**src/rtl/sprite_animation_frame_sequencer_unit_defines.svh**
```systemverilog
// ----------------------------------------------------------------------------
// Sprite animation frame sequencer - assertion macros
// Immediate-cycle and next-cycle implication checks, sampled on clk.
// ----------------------------------------------------------------------------
`ifndef SPRITE_ANIMATION_FRAME_SEQUENCER_UNIT_DEFINES_SVH
`define SPRITE_ANIMATION_FRAME_SEQUENCER_UNIT_DEFINES_SVH

// check that cons holds in the cycle where ante holds
`define SFSU_ASSERT_NOW(lbl, ante, cons, msg) \
  lbl: assert property (@(posedge clk) disable iff (!rst_n) (ante) |-> (cons)) \
    else $error(msg);

// check that cons holds in the cycle after ante holds
`define SFSU_ASSERT_NEXT(lbl, ante, cons, msg) \
  lbl: assert property (@(posedge clk) disable iff (!rst_n) (ante) |=> (cons)) \
    else $error(msg);

`endif

```
**src/rtl/sfsu_pkg.sv**
```systemverilog
// ----------------------------------------------------------------------------
// sfsu_pkg
// Shared widths, codes, controller states and control structs.
// ----------------------------------------------------------------------------
package sfsu_pkg;

  localparam int MODE_W      = 4;
  localparam int FRM_IN_W    = 9;
  localparam int TICK_W      = 8;
  localparam int ELAPSED_W   = 8;
  localparam int START_W     = 17;
  localparam int CNT_W       = 18;
  localparam int SUM_W       = 19;
  localparam int BASE_W      = 10;
  localparam int PERIOD_W    = 18;
  localparam int FIDX_W      = 8;
  localparam int PCT_W       = 7;
  localparam int PCT_NUM_W   = 15;
  localparam int DIV_NW      = SUM_W;
  localparam int DIV_DW      = PERIOD_W;
  localparam int DIV_CW      = $clog2(DIV_NW + 1);
  localparam int CFG_AW      = 2;
  localparam int CFG_DW      = 9;
  localparam int IN_TDATA_W  = 32;
  localparam int OUT_TDATA_W = 24;

  localparam logic [CFG_AW-1:0] CFG_ANIM_MODE       = 2'd0;
  localparam logic [CFG_AW-1:0] CFG_FRAME_COUNT     = 2'd1;
  localparam logic [CFG_AW-1:0] CFG_TICKS_PER_FRAME = 2'd2;

  localparam logic [MODE_W-1:0] MODE_ONESHOT          = 4'd2;
  localparam logic [MODE_W-1:0] MODE_PINGPONG         = 4'd3;
  localparam logic [MODE_W-1:0] MODE_PP_ONESHOT       = 4'd4;
  localparam logic [MODE_W-1:0] MODE_BLEND            = 4'd5;
  localparam logic [MODE_W-1:0] MODE_BLEND_ONESHOT    = 4'd6;
  localparam logic [MODE_W-1:0] MODE_BLEND_PP         = 4'd7;
  localparam logic [MODE_W-1:0] MODE_BLEND_PP_ONESHOT = 4'd8;

  localparam logic [PCT_W-1:0] PCT_FULL = 7'd100;

  typedef enum logic [3:0] {
    ST_IDLE,
    ST_MOD_GO,
    ST_MOD_RUN,
    ST_FRM_GO,
    ST_FRM_RUN,
    ST_PCT_GO,
    ST_PCT_RUN,
    ST_EMIT
  } state_t;

  typedef enum logic [1:0] {
    DIV_MOD,
    DIV_FRAME,
    DIV_PCT
  } div_sel_t;

  typedef struct packed {
    logic     load;
    logic     div_start;
    div_sel_t div_sel;
    logic     cap;
    logic     out_load;
  } ctrl_cmd_t;

  typedef struct packed {
    logic restart;
    logic div_busy;
    logic div_done;
  } dp_sts_t;

endpackage

```
**src/rtl/sfsu_div.sv**
```systemverilog
// ----------------------------------------------------------------------------
// sfsu_div
// Restoring divider, one quotient bit per cycle, operands latched on start.
// ----------------------------------------------------------------------------
module sfsu_div (
  input  logic                        clk,
  input  logic                        rst_n,
  input  logic                        start,
  input  logic [sfsu_pkg::DIV_NW-1:0] dividend,
  input  logic [sfsu_pkg::DIV_DW-1:0] divisor,
  output logic [sfsu_pkg::DIV_NW-1:0] quo,
  output logic [sfsu_pkg::DIV_DW-1:0] rem,
  output logic                        busy,
  output logic                        done
);

  logic [sfsu_pkg::DIV_DW-1:0] rem_r, rem_nxt;
  logic [sfsu_pkg::DIV_NW-1:0] quo_r, quo_nxt;
  logic [sfsu_pkg::DIV_DW-1:0] dvs_r;
  logic [sfsu_pkg::DIV_CW-1:0] cnt_r, cnt_nxt;
  logic                        busy_r, busy_nxt;
  logic                        done_r, done_nxt;
  logic [sfsu_pkg::DIV_DW:0]   trial;
  logic                        qbit;

  always_comb begin
    trial    = {rem_r, quo_r[sfsu_pkg::DIV_NW-1]};
    qbit     = (trial >= {1'b0, dvs_r});
    rem_nxt  = qbit ? sfsu_pkg::DIV_DW'(trial - {1'b0, dvs_r})
                    : trial[sfsu_pkg::DIV_DW-1:0];
    quo_nxt  = {quo_r[sfsu_pkg::DIV_NW-2:0], qbit};
    cnt_nxt  = cnt_r - sfsu_pkg::DIV_CW'(1);
    busy_nxt = busy_r && (cnt_r != sfsu_pkg::DIV_CW'(1));
    done_nxt = busy_r && (cnt_r == sfsu_pkg::DIV_CW'(1));
  end

  always_ff @(posedge clk) begin
    if (!rst_n) begin
      busy_r <= 1'b0;
      done_r <= 1'b0;
      cnt_r  <= '0;
    end else if (start) begin
      busy_r <= 1'b1;
      done_r <= 1'b0;
      cnt_r  <= sfsu_pkg::DIV_CW'(sfsu_pkg::DIV_NW);
    end else begin
      busy_r <= busy_nxt;
      done_r <= done_nxt;
      if (busy_r) begin
        cnt_r <= cnt_nxt;
      end
    end
  end

  always_ff @(posedge clk) begin
    if (start) begin
      rem_r <= '0;
      quo_r <= dividend;
      dvs_r <= divisor;
    end else if (busy_r) begin
      rem_r <= rem_nxt;
      quo_r <= quo_nxt;
    end
  end

  assign quo  = quo_r;
  assign rem  = rem_r;
  assign busy = busy_r;
  assign done = done_r;

endmodule

```
**src/rtl/sfsu_dp.sv**
```systemverilog
// ----------------------------------------------------------------------------
// sfsu_dp
// Datapath: config registers, tick counter, period, shared divider, result.
// ----------------------------------------------------------------------------
module sfsu_dp #(
  parameter int MAX_FRAMES          = 256,
  parameter int MAX_TICKS_PER_FRAME = 255
) (
  input  logic                             clk,
  input  logic                             rst_n,
  input  logic                             cfg_we,
  input  logic [sfsu_pkg::CFG_AW-1:0]      cfg_addr,
  input  logic [sfsu_pkg::CFG_DW-1:0]      cfg_wdata,
  input  logic [sfsu_pkg::IN_TDATA_W-1:0]  in_tdata,
  input  logic                             in_tuser,
  input  sfsu_pkg::ctrl_cmd_t              cmd,
  output sfsu_pkg::dp_sts_t                sts,
  output logic [sfsu_pkg::OUT_TDATA_W-1:0] out_tdata,
  output logic                             out_tlast
);

  localparam int FR_LIM = (MAX_FRAMES < 511) ? MAX_FRAMES : 511;
  localparam int TK_LIM = (MAX_TICKS_PER_FRAME < 255) ? MAX_TICKS_PER_FRAME : 255;
  localparam logic [sfsu_pkg::FRM_IN_W-1:0] FR_LIM_V = sfsu_pkg::FRM_IN_W'(FR_LIM);
  localparam logic [sfsu_pkg::TICK_W-1:0]   TK_LIM_V = sfsu_pkg::TICK_W'(TK_LIM);

  logic [sfsu_pkg::MODE_W-1:0]   mode_r;
  logic [sfsu_pkg::FRM_IN_W-1:0] frames_r;
  logic [sfsu_pkg::TICK_W-1:0]   ticks_r;

  logic [sfsu_pkg::CNT_W-1:0]    counter_r;
  logic [sfsu_pkg::SUM_W-1:0]    sum_r;
  logic [sfsu_pkg::PERIOD_W-1:0] period_r;
  logic                          restart_r;
  logic                          end_r;
  logic [sfsu_pkg::BASE_W-1:0]   fa_r;
  logic [sfsu_pkg::TICK_W-1:0]   rem_r;
  logic [sfsu_pkg::PCT_W-1:0]    pct_r;

  logic [sfsu_pkg::FIDX_W-1:0]   fa_out_r, fb_out_r;
  logic [sfsu_pkg::PCT_W-1:0]    pct_out_r;
  logic                          end_out_r;

  logic [sfsu_pkg::ELAPSED_W-1:0] in_elapsed;
  logic [sfsu_pkg::START_W-1:0]   in_start;

  logic [sfsu_pkg::FRM_IN_W-1:0] frames_eff;
  logic [sfsu_pkg::TICK_W-1:0]   spd;
  logic                          pingpong, oneshot, blend;
  logic [sfsu_pkg::BASE_W-1:0]   pp_top, base, lim;
  logic [sfsu_pkg::PERIOD_W-1:0] period_calc;
  logic [sfsu_pkg::TICK_W-1:0]   pct_diff;
  logic [sfsu_pkg::PCT_NUM_W-1:0] pct_num;

  logic [sfsu_pkg::DIV_NW-1:0]   div_dvd, div_quo;
  logic [sfsu_pkg::DIV_DW-1:0]   div_dvs, div_rem;
  logic                          div_busy, div_done;
  logic                          end_hit;

  logic [sfsu_pkg::BASE_W-1:0]   fa_c, fb_c, fa_rf, fb_rf;
  logic [sfsu_pkg::PCT_W-1:0]    pct_c;

  function automatic logic [sfsu_pkg::BASE_W-1:0] reflect_idx(
    input logic [sfsu_pkg::BASE_W-1:0]   idx,
    input logic [sfsu_pkg::BASE_W-1:0]   top,
    input logic [sfsu_pkg::FRM_IN_W-1:0] fr
  );
    logic [sfsu_pkg::BASE_W-1:0] res;
    res = idx;
    if (idx >= {1'b0, fr}) begin
      res = (idx > top) ? '0 : top - idx;
    end
    return res;
  endfunction

  assign in_elapsed = in_tdata[sfsu_pkg::ELAPSED_W-1:0];
  assign in_start   = in_tdata[sfsu_pkg::ELAPSED_W +: sfsu_pkg::START_W];

  always_comb begin
    frames_eff = frames_r;
    if (frames_r == '0) begin
      frames_eff = sfsu_pkg::FRM_IN_W'(1);
    end else if (frames_r > FR_LIM_V) begin
      frames_eff = FR_LIM_V;
    end
    spd = ticks_r;
    if (ticks_r == '0) begin
      spd = sfsu_pkg::TICK_W'(1);
    end else if (ticks_r > TK_LIM_V) begin
      spd = TK_LIM_V;
    end
    pingpong = (mode_r == sfsu_pkg::MODE_PINGPONG) || (mode_r == sfsu_pkg::MODE_PP_ONESHOT) ||
               (mode_r == sfsu_pkg::MODE_BLEND_PP) ||
               (mode_r == sfsu_pkg::MODE_BLEND_PP_ONESHOT);
    oneshot  = (mode_r == sfsu_pkg::MODE_ONESHOT) || (mode_r == sfsu_pkg::MODE_PP_ONESHOT) ||
               (mode_r == sfsu_pkg::MODE_BLEND_ONESHOT) ||
               (mode_r == sfsu_pkg::MODE_BLEND_PP_ONESHOT);
    blend    = (mode_r >= sfsu_pkg::MODE_BLEND);
    pp_top   = {frames_eff - sfsu_pkg::FRM_IN_W'(1), 1'b0};
    if (pingpong) begin
      base = (pp_top == '0) ? sfsu_pkg::BASE_W'(1) : pp_top;
    end else begin
      base = sfsu_pkg::BASE_W'(frames_eff);
    end
    lim = pingpong ? base : base - sfsu_pkg::BASE_W'(1);
    period_calc = sfsu_pkg::PERIOD_W'(base) * sfsu_pkg::PERIOD_W'(spd);
    pct_diff = spd - rem_r;
    pct_num  = sfsu_pkg::PCT_NUM_W'(pct_diff) * sfsu_pkg::PCT_NUM_W'(sfsu_pkg::PCT_FULL);
  end

  always_comb begin
    case (cmd.div_sel)
      sfsu_pkg::DIV_MOD: begin
        div_dvd = sum_r;
        div_dvs = period_r;
      end
      sfsu_pkg::DIV_FRAME: begin
        div_dvd = sfsu_pkg::DIV_NW'(counter_r);
        div_dvs = sfsu_pkg::DIV_DW'(spd);
      end
      sfsu_pkg::DIV_PCT: begin
        div_dvd = sfsu_pkg::DIV_NW'(pct_num);
        div_dvs = sfsu_pkg::DIV_DW'(spd);
      end
      default: begin
        div_dvd = sum_r;
        div_dvs = period_r;
      end
    endcase
  end

  sfsu_div u_div (
    .clk      (clk),
    .rst_n    (rst_n),
    .start    (cmd.div_start),
    .dividend (div_dvd),
    .divisor  (div_dvs),
    .quo      (div_quo),
    .rem      (div_rem),
    .busy     (div_busy),
    .done     (div_done)
  );

  assign sts     = '{restart: in_tuser, div_busy: div_busy, div_done: div_done};
  assign end_hit = (sum_r >= sfsu_pkg::SUM_W'(period_r));

  always_ff @(posedge clk) begin
    if (!rst_n) begin
      mode_r   <= '0;
      frames_r <= sfsu_pkg::FRM_IN_W'(1);
      ticks_r  <= sfsu_pkg::TICK_W'(1);
    end else if (cfg_we) begin
      case (cfg_addr)
        sfsu_pkg::CFG_ANIM_MODE:       mode_r   <= cfg_wdata[sfsu_pkg::MODE_W-1:0];
        sfsu_pkg::CFG_FRAME_COUNT:     frames_r <= cfg_wdata[sfsu_pkg::FRM_IN_W-1:0];
        sfsu_pkg::CFG_TICKS_PER_FRAME: ticks_r  <= cfg_wdata[sfsu_pkg::TICK_W-1:0];
        default: ;
      endcase
    end
  end

  always_ff @(posedge clk) begin
    if (!rst_n) begin
      counter_r <= '0;
    end else if (cmd.load && in_tuser) begin
      counter_r <= sfsu_pkg::CNT_W'(in_start);
    end else if (cmd.cap && (cmd.div_sel == sfsu_pkg::DIV_MOD)) begin
      if (oneshot) begin
        counter_r <= end_hit ? period_r : sum_r[sfsu_pkg::CNT_W-1:0];
      end else begin
        counter_r <= div_rem;
      end
    end
  end

  always_ff @(posedge clk) begin
    if (cmd.load) begin
      restart_r <= in_tuser;
      sum_r     <= sfsu_pkg::SUM_W'(counter_r) + sfsu_pkg::SUM_W'(in_elapsed);
      period_r  <= period_calc;
    end
    if (cmd.cap) begin
      case (cmd.div_sel)
        sfsu_pkg::DIV_MOD:   end_r <= end_hit;
        sfsu_pkg::DIV_FRAME: begin
          fa_r  <= div_quo[sfsu_pkg::BASE_W-1:0];
          rem_r <= div_rem[sfsu_pkg::TICK_W-1:0];
        end
        sfsu_pkg::DIV_PCT:   pct_r <= div_quo[sfsu_pkg::PCT_W-1:0];
        default: ;
      endcase
    end
  end

  always_comb begin
    fa_c = fa_r;
    fb_c = fa_r + sfsu_pkg::BASE_W'(1);
    if (oneshot) begin
      if (fa_c >= base) begin
        fa_c = lim;
      end
      if (fb_c >= base) begin
        fb_c = lim;
      end
    end
    if (fb_c == base) begin
      fb_c = '0;
    end
    fa_rf = pingpong ? reflect_idx(fa_c, pp_top, frames_eff) : fa_c;
    fb_rf = pingpong ? reflect_idx(fb_c, pp_top, frames_eff) : fb_c;
    pct_c = blend ? pct_r : sfsu_pkg::PCT_FULL;
  end

  always_ff @(posedge clk) begin
    if (cmd.out_load) begin
      if (restart_r) begin
        fa_out_r  <= '0;
        fb_out_r  <= '0;
        pct_out_r <= sfsu_pkg::PCT_FULL;
        end_out_r <= 1'b0;
      end else begin
        fa_out_r  <= fa_rf[sfsu_pkg::FIDX_W-1:0];
        fb_out_r  <= fb_rf[sfsu_pkg::FIDX_W-1:0];
        pct_out_r <= pct_c;
        end_out_r <= end_r;
      end
    end
  end

  assign out_tdata = {1'b0, pct_out_r, fb_out_r, fa_out_r};
  assign out_tlast = end_out_r;

endmodule

```
**src/rtl/sfsu_ctrl.sv**
```systemverilog
// ----------------------------------------------------------------------------
// sfsu_ctrl
// Controller: sequences load, three divider passes (skipped for a restart beat) and the result beat.
// ----------------------------------------------------------------------------
module sfsu_ctrl (
  input  logic                clk,
  input  logic                rst_n,
  input  logic                in_tvalid,
  output logic                in_tready,
  output logic                out_tvalid,
  input  logic                out_tready,
  input  sfsu_pkg::dp_sts_t   sts,
  output sfsu_pkg::ctrl_cmd_t cmd
);

  sfsu_pkg::state_t state_r, state_nxt;
  logic             out_valid_r, out_valid_nxt;

  always_ff @(posedge clk) begin
    if (!rst_n) begin
      state_r     <= sfsu_pkg::ST_IDLE;
      out_valid_r <= 1'b0;
    end else begin
      state_r     <= state_nxt;
      out_valid_r <= out_valid_nxt;
    end
  end

  always_comb begin
    state_nxt     = state_r;
    cmd           = '0;
    cmd.div_sel   = sfsu_pkg::DIV_MOD;
    out_valid_nxt = out_valid_r && !out_tready;
    case (state_r)
      sfsu_pkg::ST_IDLE: begin
        if (in_tvalid) begin
          cmd.load  = 1'b1;
          state_nxt = sts.restart ? sfsu_pkg::ST_EMIT : sfsu_pkg::ST_MOD_GO;
        end
      end
      sfsu_pkg::ST_MOD_GO: begin
        cmd.div_start = 1'b1;
        state_nxt     = sfsu_pkg::ST_MOD_RUN;
      end
      sfsu_pkg::ST_MOD_RUN: begin
        if (sts.div_done) begin
          cmd.cap   = 1'b1;
          state_nxt = sfsu_pkg::ST_FRM_GO;
        end
      end
      sfsu_pkg::ST_FRM_GO: begin
        cmd.div_sel   = sfsu_pkg::DIV_FRAME;
        cmd.div_start = 1'b1;
        state_nxt     = sfsu_pkg::ST_FRM_RUN;
      end
      sfsu_pkg::ST_FRM_RUN: begin
        cmd.div_sel = sfsu_pkg::DIV_FRAME;
        if (sts.div_done) begin
          cmd.cap   = 1'b1;
          state_nxt = sfsu_pkg::ST_PCT_GO;
        end
      end
      sfsu_pkg::ST_PCT_GO: begin
        cmd.div_sel   = sfsu_pkg::DIV_PCT;
        cmd.div_start = 1'b1;
        state_nxt     = sfsu_pkg::ST_PCT_RUN;
      end
      sfsu_pkg::ST_PCT_RUN: begin
        cmd.div_sel = sfsu_pkg::DIV_PCT;
        if (sts.div_done) begin
          cmd.cap   = 1'b1;
          state_nxt = sfsu_pkg::ST_EMIT;
        end
      end
      sfsu_pkg::ST_EMIT: begin
        if (!out_valid_r || out_tready) begin
          cmd.out_load  = 1'b1;
          out_valid_nxt = 1'b1;
          state_nxt     = sfsu_pkg::ST_IDLE;
        end
      end
      default: begin
        state_nxt = sfsu_pkg::ST_IDLE;
      end
    endcase
  end

  assign in_tready  = (state_r == sfsu_pkg::ST_IDLE);
  assign out_tvalid = out_valid_r;

endmodule

```
**src/rtl/sprite_animation_frame_sequencer_unit.sv**
```systemverilog
// ----------------------------------------------------------------------------
// Sprite animation frame sequencer - top level
// Advance beat: the result follows three passes of the shared one-bit-per-cycle divider
// (modulo, frame index, blend percent); the next beat is taken after the result is loaded.
// Restart beat: the divider passes are skipped. Either result loads once the output is free.
// Sync active-low reset: idle, counter 0, mode 0, frame count 1, ticks per
// frame 1, no result pending.
// ----------------------------------------------------------------------------
`include "sprite_animation_frame_sequencer_unit_defines.svh"

module sprite_animation_frame_sequencer_unit #(
  parameter int MAX_FRAMES          = 256,
  parameter int MAX_TICKS_PER_FRAME = 255
) (
  input  logic                             clk,
  input  logic                             rst_n,
  input  logic                             cfg_we,
  input  logic [sfsu_pkg::CFG_AW-1:0]      cfg_addr,
  input  logic [sfsu_pkg::CFG_DW-1:0]      cfg_wdata,
  input  logic                             in_tvalid,
  output logic                             in_tready,
  input  logic [sfsu_pkg::IN_TDATA_W-1:0]  in_tdata,   // elapsed_ticks[7:0], start_count[24:8]
  input  logic                             in_tuser,   // command
  output logic                             out_tvalid,
  input  logic                             out_tready,
  output logic [sfsu_pkg::OUT_TDATA_W-1:0] out_tdata,  // frame_a[7:0], frame_b[15:8],
                                                       // blend_percent[22:16]
  output logic                             out_tlast   // loop_end
);

  sfsu_pkg::ctrl_cmd_t cmd;
  sfsu_pkg::dp_sts_t   sts;

  sfsu_ctrl u_ctrl (
    .clk        (clk),
    .rst_n      (rst_n),
    .in_tvalid  (in_tvalid),
    .in_tready  (in_tready),
    .out_tvalid (out_tvalid),
    .out_tready (out_tready),
    .sts        (sts),
    .cmd        (cmd)
  );

  sfsu_dp #(
    .MAX_FRAMES          (MAX_FRAMES),
    .MAX_TICKS_PER_FRAME (MAX_TICKS_PER_FRAME)
  ) u_dp (
    .clk       (clk),
    .rst_n     (rst_n),
    .cfg_we    (cfg_we),
    .cfg_addr  (cfg_addr),
    .cfg_wdata (cfg_wdata),
    .in_tdata  (in_tdata),
    .in_tuser  (in_tuser),
    .cmd       (cmd),
    .sts       (sts),
    .out_tdata (out_tdata),
    .out_tlast (out_tlast)
  );

`SFSU_ASSERT_NOW(a_ready_div_idle, in_tready, !sts.div_busy, "input ready while divider busy")
`SFSU_ASSERT_NOW(a_start_div_idle, cmd.div_start, !sts.div_busy, "divider restarted while busy")
`SFSU_ASSERT_NEXT(a_one_item, in_tvalid && in_tready, !in_tready, "second beat taken in flight")
`SFSU_ASSERT_NOW(a_pct_range, out_tvalid, out_tdata[22:16] <= 7'd100, "blend percent above 100")

endmodule

```
**config.mk**
```make
export PLATFORM = sky130hd
export DESIGN_NAME = sprite_animation_frame_sequencer_unit
export DESIGN_NICKNAME = d
export VERILOG_FILES = /design/src/rtl/sfsu_pkg.sv /design/src/rtl/sfsu_div.sv /design/src/rtl/sfsu_dp.sv /design/src/rtl/sfsu_ctrl.sv /design/src/rtl/sprite_animation_frame_sequencer_unit.sv
export VERILOG_INCLUDE_DIRS = /design/src /design/src/rtl
export SDC_FILE = /design/constraint.sdc
export NUM_CORES = 1
export LEC_CHECK = 0
export BUFFER_PORTS_ARGS = -buffer_cell sky130_fd_sc_hd__buf_4
export CELL_PAD_IN_SITES_DETAIL_PLACEMENT = 1
export CELL_PAD_IN_SITES_GLOBAL_PLACEMENT = 1
export CORE_ASPECT_RATIO = 0.6
export CORE_MARGIN = 2
export CORE_UTILIZATION = 30
export CTS_CLUSTER_DIAMETER = 150
export DETAILED_ROUTE_END_ITERATION = 6
export GPL_TIMING_DRIVEN = 0
export PLACE_DENSITY = 0.6
export SYNTH_ARGS = -nofsm -noshare
export SYNTH_HDL_FRONTEND = slang
export SYNTH_SLANG_ARGS = --single-unit
```
**constraint.sdc**
```tcl
create_clock -name clk -period 6.9 [get_ports clk]
set_input_delay 1.38 -clock clk [delete_from_list [all_inputs] [get_ports clk]]
set_output_delay 1.38 -clock clk [all_outputs]
set_load 0.05 [all_outputs]
```
==> metrics.md, run 1 <==
| Metric | Value |
|---|---|
| Fin crit period | just under 7000 ps |
| R2r worst-path depth | 35 |
| FF+latch count, synth | 193 |
| Routed vias | between 10000 and 15000 |
| CP max stage delay | around 440 ps |
| Final setup fails | 2 |
| Setup TNS | -14.81 ps |
| Antenna violations before repair | 3 |
| Num CTS Buffers | 17 |
| Total gr overflow | 0 |
| Worst-path maximum fanout | 8 |
| YS warnings | 0 |
| Leakage | 8.666 nW |
| Antenna viol nets, final | 0 |
| Worst hold path type | flop to flop |
| Maxcap violations | 0 |
| Pin count of the biggest net entering global routing | 37 |
| Initial DRC Count | 1090 |
| Port buffer count | 67 |
| Most frequent cells in the layout | 190 x ha_1, 188 x inv_1, 151 x nand2_1 |
| Die Span Y | roughly 190 um |
| Nets | around 2200 |
| Via/cell ratio | 5.327 |
| Cells after synthesis | 1794 |
| Cell Count, Final, Fillers Out | roughly 2700 |
| Switching share of power | 44.03% |
| Worst slew margin | 19.16% |
| Root Driver | clkbuf_16 |
| Layout cells sized above 1 | 16.01% |
| EDFF count, synth | 125 |
| Synth async-reset ratio | 0% |
| Pwr/cell area | ~280 nW/um^2 |
| Worst slew pin tran | 1213 ps |
| CTS Hold Bufs | 0 |
| Worst path required time | about 7000 ps |
| Cells after DPL | between 2000 and 3000 |
| Core Rows | 66 |
| Detailed-router iteration count before antenna repair | 5 |
| Leading cell type in the layout, fill and taps excluded | ha_1 |
| First-pass GRT wire length | 88540 um |
| Comb power frac | 46.4% |
| Crit path capture type | flop |
| Drc violations | 0 |
| Die Wd | 305.8 um |
| Die ar. | about 57000 um^2 |
| Int Pwr | 3.033 mW |
| Peak VDD IR | 142.3 uV |
| Critical path type | flop to flop |
| Wire per inst | 21.90 um |
| Sw Pwr | 2.386 mW |
| I/O Pins | 76 |
| Routability Congestion | slightly above 0.9 |
| Layout Skew | around 13 ps |
| Slew Viols, Final | 0 |
| Post-route setup slack | -8.360 ps |
| Clock latency on the worst-skew pair | 480 ps |
| Final wirelength | 58460 um |
| Failing checks | setup timing |
| Vias in the first global route | 14310 |
| Reg clk slew, reported paths | around 80 ps |
| Worst Setup Start Kind | flop |
| Antenna cells | 0 |
| Post-Synthesis Cell Area | between 15000 and 20000 um^2 |
| Synth Flop Type | edfxtp_1 |
| Final period util | 100.1% |
| Final-report hold violation count | 0 |
| Core footprint | 54090 um^2 |
| Reg power frac | 33.6% |
| CTS max path bufs | 2 |
| CTS tree | done |
| Hold Path Depth | 2 |
| Clock power frac | around a fifth |
| P&R area growth vs syn | 20.07% |
| F_max | 0.1448 GHz |
| CTS H-tree depth | 4 |
| Initial core utilization | 30.32% |
| Yosys cell types | 85 |
| Worst Path Arrival | 7130 ps |
| Post-Syn Nets | 2095 |
| Clock sinks | 193 |
| Setup repair after global routing missed its margin | yes |
| Overall Global Routing Usage | 20.77% |
| CP max stage cell | or3b_4 |
| Reg2reg setup slack | -8 ps |
| Mean area per synthesized cell | 9.141 um^2 |
| Register area share after synthesis | ~31% |
| DP HPWL | about 46000 um |
| Status | finished with violations |
-- metrics by stage --
step | setup slack (ps) | power, mW | hold slack [ps] | utilization [%] | instance area, um^2
5_1_grt | -220.8 | 5.756 | 523.5 | 36.40 | 19690
4_1_cts | -7.869 | 5.348 | 495.3 | 35.54 | 19220
3_3_place_gp | -2420 | 4.111 | 476.2 | 32.96 | 17830
2_1_floorplan | 1.202 | 3.325 | 426.2 | - | 16430
3_5_place_dp | -2490 | 4.201 | 473.7 | 33.01 | 17860
6_report | -8.360 | 5.419 | 495.0 | 36.40 | 19690
-- Yosys cell counts, types with 18 or more instances --
cell type / count / area share (%)
a21o_1: 45 / 2.1
a21oi_1: 114 / 3.5
a22oi_1: 30 / 1.4
and2_1: 52 / 2.0
clkbuf_1: 64 / 1.5
dfxtp_1: 68 / 8.3
edfxtp_1: 125 / 23
fa_1: 56 / 6.8
ha_1: 196 / 15
inv_1: 192 / 4.4
mux2i_1: 51 / 3.1
nand2_1: 154 / 3.5
nor2_1: 131 / 3.0
nor2b_1: 32 / 1.2
nor3_1: 26 / 0.79
o21ai_0: 100 / 3.1
o2bb2ai_1: 18 / 0.96
xnor2_1: 51 / 2.7
xor2_1: 38 / 2.0
-- power by group through the flow --
stage	registers [mW]	clock network, mW	logic (mW)
2_1_floorplan	1.73	0	1.60
3_3_place_gp	1.84	0	2.27
3_5_place_dp	1.84	0	2.36
4_1_cts	1.81	1.10	2.44
5_1_grt	1.84	1.14	2.77
6_report	1.82	1.08	2.52
-- worst paths after layout --
check	start	to
worst max-delay path	u_dp.frames_r[3]	u_dp.fb_out_r[2]
worst min-delay path	u_dp.u_div.rem[17]	u_dp.u_div.rem[17]
worst max register to register	u_dp.frames_r[3]	u_dp.fb_out_r[2]
worst min register to register	u_dp.u_div.rem[17]	u_dp.u_div.rem[17]
-- kinds of logic (layout without fill, tap and decap cells) --
| logic type | after synthesis | count (layout) | synth area share (%) |
|---|---|---|---|
| compound gates | 421 | 421 | 16.73 |
| xor+xnor | 89 | 89 | 4.754 |
| flops | 193 | 193 | 31.19 |
| simple gates | 488 | 489 | 14.54 |
| buf+inv | 282 | 442 | 6.684 |
| fa+ha+maj | 252 | 252 | 21.79 |
| other cells | 1 | 1 | 0.02287 |
| mux | 68 | 68 | 4.280 |
-- sequential cells by signal, summed over array words and instances (netlist names) --
| signal | cells |
|---|---|
| u_dp.u_div.rem | 18 |
| u_dp.u_div.dvs_r | 18 |
| u_ctrl.state_r | 3 |
| u_dp.u_div.cnt_r | 5 |
| u_dp.restart_r | 1 |
| u_dp.sum_r | 19 |
| u_dp.counter_r | 18 |
| u_dp.u_div.busy | 1 |
| u_dp.mode_r | 4 |
| u_dp.u_div.done | 1 |
| u_dp.out_tlast | 1 |
| u_ctrl.out_tvalid | 1 |
| u_dp.period_r | 18 |
| u_dp.fa_r | 10 |
| u_dp.rem_r | 8 |
| u_dp.end_r | 1 |
| u_dp.fb_out_r | 8 |
| u_dp.u_div.quo | 19 |
| u_dp.ticks_r | 8 |
| u_dp.pct_r | 7 |
| u_dp.fa_out_r | 8 |
| u_dp.pct_out_r | 7 |
| u_dp.frames_r | 9 |
-- worst max-delay path: cells and delay by family, from the launching register on --
family,cells,cell delay [ps]
AOI/OAI and AO/OA,15,2850
and+or+nand+nor,9,1530
buffers and inverters,7,970
adders and majority gates,3,740
DFF,1,380
muxes,1,160
-- timing repair --
item,CTS,global route
pin swaps,32,42
buffers inserted,31,31
resized for setup,116,63
setup endpoints to repair,27,22
gates cloned,3,0
-- cell type report --
| cell class | count | area (um^2) |
|---|---|---|
| Tap cell | 714 | 893.4 |
| Buffer | 81 | 454.2 |
| Clock buffer | 19 | 475.5 |
| Clock inverter | 13 | 137.6 |
| Inverter | 197 | 764.5 |
| Sequential cell | 193 | 5136 |
| Timing Repair Buffer | 132 | 1036 |
| Multi-Input combinational cell | 1320 | 10790 |
| Fill cell | 6233 | 34400 |
-- layer usage --
layer / track usage [%] / vias to the layer above / share of wire (%) / routed length, um
li1: - / 6544 / - / -
met1: 33.48 / 7241 / 53 / 31210
met2: 28.36 / 391 / 39 / 22600
met3: 3.215 / 43 / 7.0 / 4081
met4: 4.099 / 0 / 0.98 / 570
met5: 0 / - / 0 / 0
Note: power is estimated with default switching activity, not from simulation.
==> inputs of run 2 (changes only) <==
- CTS_CLUSTER_DIAMETER: 150 -> unset
- PLACE_DENSITY: 0.6 -> 0.58
- clock period: 6.9 -> 8.49 ns (I/O delays scaled with it)
==> run 2 against run 1 <==
  * The flow now finishes without violations
  * Critical path depth increased by 1
  * Global-route usage decreased by 0.13 points
  * Sequential cell count is the same
  * Combinational power down 21%
  * Clock skew rose by 7.1 ps
  * Final cell count shrank 2.1%
  * Clock-buffer cell count increased by 2
  * Worst setup slack improved by 420 ps
  * Sequential share of layout area increased by 1.4 points
  * Maximum frequency down 15%
  * Critical endpoint is now u_dp.fb_out_r[5]
  * Largest cell class unchanged
  * Largest power group unchanged
==> metrics.md, run 2 (synthesis results as in run 1) <==
| Metric | Value |
|---|---|
| Status | complete, no violations |
| Via/cell ratio | roughly 5.3 |
| Root Driver | clkbuf_16 |
| Pin count of the biggest net entering global routing | 35 |
| Layout Skew | 20.54 ps |
| Antenna viol nets, final | 0 |
| Overall Global Routing Usage | 20.65% |
| CTS max path bufs | 2 |
| Critical path's top delay family | compound AO/OA/AOI/OAI gates |
| Fillers | 6286 |
| CTS H-tree depth | 4 |
| Pwr/cell area | 233.0 nW/um^2 |
| Maxcap violations | 0 |
| P&R area growth vs syn | 13.70% |
| CTS tree | done |
| Leakage | 8.248 nW |
| Leading cell type in the layout, fill and taps excluded | ha_1 |
| Buf+Inv Stages, Crit Path | 8 |
| Antenna cells | 0 |
| Post-route setup slack | 408.2 ps |
| First-pass GRT wire length | 87730 um |
| Pre-CTS setup slack | -2169 ps |
| Final wirelength | 57470 um |
| Critical path type | flop to flop |
| Drc violations | 0 |
| Worst path required time | ~8700 ps |
| Die ar. | 56610 um^2 |
| Fin crit period | 8082 ps |
| Core Rows | 66 |
| Routed vias | 13820 |
| Layout cells sized above 1 | approximately 10% |
| Routability Congestion | 0.9506 |
| Worst hold path type | flop to flop |
| CP max stage delay | ~450 ps |
| Worst Setup Start Kind | flop |
| Final setup fails | 0 |
| Port buffer count | 67 |
| Core footprint | 54090 um^2 |
| Clock latency on the worst-skew pair | 470 ps |
| Worst Path Arrival | 8270 ps |
| Worst slew margin | 21.39% |
| Total gr overflow | 0 |
| Peak VDD IR | around 120 uV |
| Setup TNS | 0 ps |
| Antenna violations before repair | 0 |
| Final period util | 95.19% |
| DP HPWL | 46730 um |
| Final-report hold violation count | 0 |
| Wire per inst | 22.00 um |
| I/O Pins | 76 |
| CP max stage cell | a2111oi_2 |
| Worst slew pin tran | 1169 ps |
| Final hold slack | 460.9 ps |
| Reg clk slew, reported paths | 80 ps |
| CTS Hold Bufs | 0 |
| Placed cell areas | 17820 um^2 |
| Vias in the first global route | 13990 |
| Slew Viols, Final | 0 |
| Detailed-router iteration count before antenna repair | 5 |
| Die Wd | roughly 300 um |
| Post-route cell area | 18650 um^2 |
| Num CTS Buffers | 17 |
| Final Power | 4.344 mW |
| Nets | roughly 2200 |
| Worst-path maximum fanout | 10 |
| F_max | 0.1237 GHz |
| Initial DRC Count | ~1100 |
| Most frequent cells in the layout | 195 x ha_1, 190 x inv_1, 153 x nand2_1 |
| Die Span Y | 185.1 um |
| Crit path capture type | flop |
| Initial core utilization | around 30% |
| Clock sinks | 193 |
run 2: repair_timing:
item	CTS	global route
gates resized for setup	23	17
gates cloned	0	0
setup endpoints to repair	22	18
buffers inserted	2	6
pin swaps	0	3
run 2: report_power, final:
group / switching (mW) / total [mW] / internal [mW]
sequential: 0.190 / 1.48 / 1.29
clock: 0.421 / 0.870 / 0.449
combinational: 1.31 / 2.00 / 0.691
run 2: routing by layer:
layer | vias up | track usage [%] | share of wire (%)
met3 | 33 | 4.428 | 7.6
met1 | 6993 | 33.46 | 54
met5 | - | 0 | 0
met4 | 0 | 3.172 | 0.82
li1 | 6413 | - | -
met2 | 378 | 27.39 | 38
run 2: path summary, 6_finish.rpt:
path,from,endpoint,slack (ps),depth (start not counted)
max,u_dp.frames_r[3],u_dp.fb_out_r[5],410,36
min,u_dp.u_div.quo[9],u_dp.fa_r[9],460,0
max reg2reg,u_dp.frames_r[3],u_dp.fb_out_r[5],410,36
min reg2reg,u_dp.u_div.quo[9],u_dp.fa_r[9],460,0
run 2: layout make-up:
cell class | count | area (um^2) | area share, %
multi-input cells | 1319 | 10330 | 55.42
flip-flops and latches | 193 | 5119 | 27.45
well taps | 714 | 893.4 | 4.791
inverters | 197 | 750.7 | 4.026
repair buffers | 76 | 583.1 | 3.127
clock buffers | 21 | 514.2 | 2.758
plain buffers | 81 | 349.1 | 1.872
clock inverters | 11 | 103.9 | 0.5570
run 2: metrics by stage:
stage | utilization [%] | std cells
2_1_floorplan | - | 1794
3_3_place_gp | 32.90 | 2575
3_5_place_dp | 32.95 | 2576
4_1_cts | 34.27 | 2606
5_1_grt | 34.47 | 2612
6_report | 34.47 | 2612
